<file path="src/qphi_pkg.sv">
package qphi_pkg;

    localparam int TABLE_DEPTH = 16384;
    localparam int SLOT_W      = $clog2(TABLE_DEPTH);
    localparam int M_W         = SLOT_W + 1;
    localparam int CFG_W       = 15;
    localparam int KEY_W       = 31;
    localparam int KCNT_W      = $clog2(KEY_W);
    localparam int CMP_W       = (CFG_W > M_W) ? CFG_W : M_W;

    localparam logic [CFG_W-1:0] TABLE_SIZE_RESET = CFG_W'(16381);

    typedef enum logic [2:0] {
        ST_CLEAR,
        ST_IDLE,
        ST_DIV,
        ST_INIT,
        ST_READ,
        ST_CHECK
    } t_state;

    typedef struct packed {
        logic clr_step;
        logic load_key;
        logic div_step;
        logic probe_init;
        logic probe_adv;
        logic mark;
        logic res_load;
        logic res_placed;
    } t_cmd;

    typedef struct packed {
        logic clr_done;
        logic div_done;
        logic m_zero;
        logic probe_free;
        logic probe_last;
        logic out_free;
    } t_sts;

endpackage

</file>
<file path="src/qphi_ctrl.sv">
module qphi_ctrl (
    input  logic             i_clk,
    input  logic             i_rst_n,
    input  logic             i_in_valid,
    output logic             o_in_ready,
    output qphi_pkg::t_cmd   o_cmd,
    input  qphi_pkg::t_sts   i_sts
);
    import qphi_pkg::*;

    t_state r_state;
    t_state n_state;

    always_ff @(posedge i_clk) begin
        if (!i_rst_n) begin
            r_state <= ST_CLEAR;
        end else begin
            r_state <= n_state;
        end
    end

    always_comb begin
        n_state    = r_state;
        o_cmd      = '0;
        o_in_ready = 1'b0;
        case (r_state)
            ST_CLEAR: begin
                o_cmd.clr_step = 1'b1;
                if (i_sts.clr_done) begin
                    n_state = ST_IDLE;
                end
            end
            ST_IDLE: begin
                o_in_ready = 1'b1;
                if (i_in_valid) begin
                    o_cmd.load_key = 1'b1;
                    n_state        = ST_DIV;
                end
            end
            ST_DIV: begin
                if (i_sts.m_zero) begin
                    // no slots at all: fail without touching the table
                    if (i_sts.out_free) begin
                        o_cmd.res_load = 1'b1;
                        n_state        = ST_IDLE;
                    end
                end else begin
                    o_cmd.div_step = 1'b1;
                    if (i_sts.div_done) begin
                        n_state = ST_INIT;
                    end
                end
            end
            ST_INIT: begin
                o_cmd.probe_init = 1'b1;
                n_state          = ST_READ;
            end
            ST_READ: begin
                n_state = ST_CHECK;
            end
            ST_CHECK: begin
                if (i_sts.probe_free) begin
                    if (i_sts.out_free) begin
                        o_cmd.mark       = 1'b1;
                        o_cmd.res_load   = 1'b1;
                        o_cmd.res_placed = 1'b1;
                        n_state          = ST_IDLE;
                    end
                end else if (i_sts.probe_last) begin
                    if (i_sts.out_free) begin
                        o_cmd.res_load = 1'b1;
                        n_state        = ST_IDLE;
                    end
                end else begin
                    o_cmd.probe_adv = 1'b1;
                    n_state         = ST_READ;
                end
            end
            default: begin
                n_state = ST_CLEAR;
            end
        endcase
    end

endmodule

</file>
<file path="config.mk">
export PLATFORM = sky130hd
export DESIGN_NAME = qphi_ctrl
export DESIGN_NICKNAME = d
export VERILOG_FILES = /design/src/qphi_pkg.sv /design/src/qphi_ctrl.sv
export SDC_FILE = /design/constraint.sdc
export NUM_CORES = 1
export LEC_CHECK = 0
export BUFFER_PORTS_ARGS = -buffer_cell sky130_fd_sc_hd__buf_2
export CORE_AREA = 8 8 45 47
export DETAILED_ROUTE_END_ITERATION = 8
export DIE_AREA = 0 0 53 55
export PLACE_DENSITY = 0.57
export SLEW_MARGIN = 20
export SYNTH_ARGS = -nofsm -noshare
export SYNTH_HDL_FRONTEND = slang
export SYNTH_SLANG_ARGS = --single-unit
export TNS_END_PERCENT = 20
</file>
<file path="constraint.sdc">
create_clock -name i_clk -period 2.35 [get_ports i_clk]
set_clock_uncertainty 0.2 [all_clocks]
set_input_delay 0 -clock i_clk [delete_from_list [all_inputs] [get_ports i_clk]]
set_output_delay 0 -clock i_clk [all_outputs]
set_load 0.03 [all_outputs]
</file>
==> metrics <==
status=complete, no violations; sequential area share after synthesis=0.211; Setup violations, final=0; largest net degree at the start of global routing=12; Max VDD drop=0.326 mV; hold path startpoint=i_sts[3]; Die Y=55 µm; utilization after layout=0.299; DRT iter0 DRCs=6; RSZ-0062 raised after global routing=no; WL final=905 µm; maximum clock rate=487 MHz; Syn Nets=52; Final ANT Viol Nets=0; CTS tree=done; post-CTS sizing=0; Reg with most FFs=r_state; Largest regs=r_state x3; Synth Cell Area=284 µm²; FP Rows=14; Ports=18; biggest area consumer among synthesized cells=dfxtp_1; Critical Path AT=1.97 ns; DR vias=369; max_cap viols=0; DRC=0; Die Footprint=0.00292 mm²; max reg flops=3; PD cells=684 mW/mm²; GPL Wtd Cong=0.847; WP data required=2.26 ns; Final HPWL DP=718 µm; Slowest Stage Delay on Critical Path=0.55 ns; Num CTS Buffers=3; Crit Path Class=register to register; core area=0.00138 mm²; CTS Buffer Depth=2; fin. max-slew vios=0; clock root buffer=clkbuf_4; Mapped Cells=43; Slew headroom=0.765; # port buffers=17; clock period minus worst slack=2.05 ns; Async SR Flop Fraction=0; setup total negative slack=0 ns; global route overflow=0; number of synthesized register bits=3; Num Clock Sinks=3; Reg2Reg Launch Point=r_state[1]$_SDFFE_PN0P_; first-pass GRT wire length=1410 µm; vias in the first global route=336; most frequent cells after synthesis=7 x nor2_1, 4 x a21oi_1, 4 x nand2_1, 4 x nor3_1, 3 x dfxtp_1; worst setup path start=r_state[1]$_SDFFE_PN0P_; Buf/Inv on CP=1; H-Tree Depth=1; Nets=73; Slowest-stage cell, CP=dlygate4sd3_1; drt wl/cell=11.5 µm; Worst Path Max Fanout=10; worst skew pair latency=0.23 ns; worst-margin pin slew=0.352 ns; CP endpoint kind=register; count leader, synth=nor2_1; period utilization=0.874; clock-pin slew on the worst setup and hold paths=0.04 ns; yosys synthesis warning count=0; leakage=0.195 nW; CP Launch Type=register; Post-synth EDFFs=0; Post-CTS Setup Bufs=0; share of cells above drive strength 1=0.333; Yosys cell types=22; ranking of synthesized cells by area=dfxtp_1 21%, nor2_1 9.3%, a21oi_1 7.0%; Top FF cell, synth=dfxtp_1; vias per inst=4.67; Area growth syn-to-layout=45.8%; Cell Chain, Critical Path=nand2b_4 -> or4_1 -> nand4_1 -> o21ai_1 -> dlygate4sd3_1; share of the synthesized area in the top cell type=0.211; final hold vios=0; first drt pass iteration count=4; # diodes=0; initial antenna violation count=0; initial core utilization=0.205; Die X=53 µm; Syn Area/Cell=6.61 µm²; kind of cell adding the most delay to the critical path=simple AND/OR/NAND/NOR gates; hold crit path type=input port to register; Overall Global Routing Usage=0.0634
==> worst min-delay path: stages <==
cell and delay, ns:
buf_2 0.12, a21oi_1 0.07, a21oi_1 0.14, nor3b_1 0.06
==> cells in the final DEF (no fill, tap or decap) <==
cell type / Yosys / routed
nand3b_1: 2 / 2
o21ai_0: 2 / 2
nand3_1: 1 / 1
buf_2: 1 / 17
o21ai_1: 1 / 1
o22ai_1: 1 / 1
inv_1: 1 / 1
nor3_1: 4 / 4
nor3b_1: 1 / 1
and2_1: 1 / 1
nand2_1: 4 / 4
nand4_1: 1 / 1
dlygate4sd3_1: 0 / 3
dfxtp_1: 3 / 3
nand2b_4: 1 / 1
nand2b_1: 1 / 1
a21oi_1: 4 / 4
clkbuf_1: 0 / 1
or4_1: 1 / 1
clkbuf_4: 0 / 3
nor2_1: 7 / 7
nor2b_1: 2 / 2
and3_1: 1 / 1
==> final timing paths <==
kind / to / slack, ns / cells after the start
setup / recovery: r_state[0]$_SDFFE_PN0P_ / 0.30 / 5
hold / removal: r_state[1]$_SDFFE_PN0P_ / 0.003 / 4
setup reg to reg: r_state[0]$_SDFFE_PN0P_ / 0.30 / 5
hold reg to reg: r_state[1]$_SDFFE_PN0P_ / 0.41 / 1
==> timing repair <==
action,4_1_cts,5_1_grt
endpoints found under the setup margin,0,0
hold endpoints to repair,3,0
hold buffers,3,0
==> cells by family (layout without fill, tap and decap cells) <==
group / Yosys count / after routing / synth area share
and+or+nand+nor: 27 / 27 / 0.520
AOI/OAI and AO/OA: 8 / 8 / 0.145
buffers and inverters: 5 / 25 / 0.123
DFF: 3 / 3 / 0.211
==> through the flow <==
step           worst slack [ns]  cells  hold slack [ns]  cell area, µm²  total power [mW]
6_report                  0.295     79          0.00300             414             0.283
5_1_grt                   0.200     79           0.0467             414             0.306
4_1_cts                   0.318     79          0.00191             414             0.288
3_5_place_dp              0.856     72           0.0621             358             0.186
3_3_place_gp              0.900     72           0.0549             358             0.185
2_1_floorplan             0.617     43          -0.0847             284             0.157
==> area by class of cell <==
cell class	count	area (µm²)
Fill cell	156	970
Multi-Input combinational cell	35	189
Timing Repair Buffer	20	115
Sequential cell	3	60.1
Clock buffer	4	26.3
Tap cell	16	20.0
Inverter	1	3.75
==> layer usage <==
metal | GRT usage | up-vias | routed length (µm)
li1 | - | 187 | -
met1 | 0.0819 | 162 | 424
met2 | 0.0762 | 20 | 313
met3 | 0.0615 | 0 | 166
met4 | 0 | 0 | 0
met5 | 0 | - | 0
==> where the power goes <==
part | leakage [nW] | switching [mW] | internal [mW]
combinational | 0.156 | 0.0711 | 0.0457
clock | 0.0150 | 0.0254 | 0.0635
sequential | 0.0245 | 0.0189 | 0.0586
(Power assumes the default switching activity.)
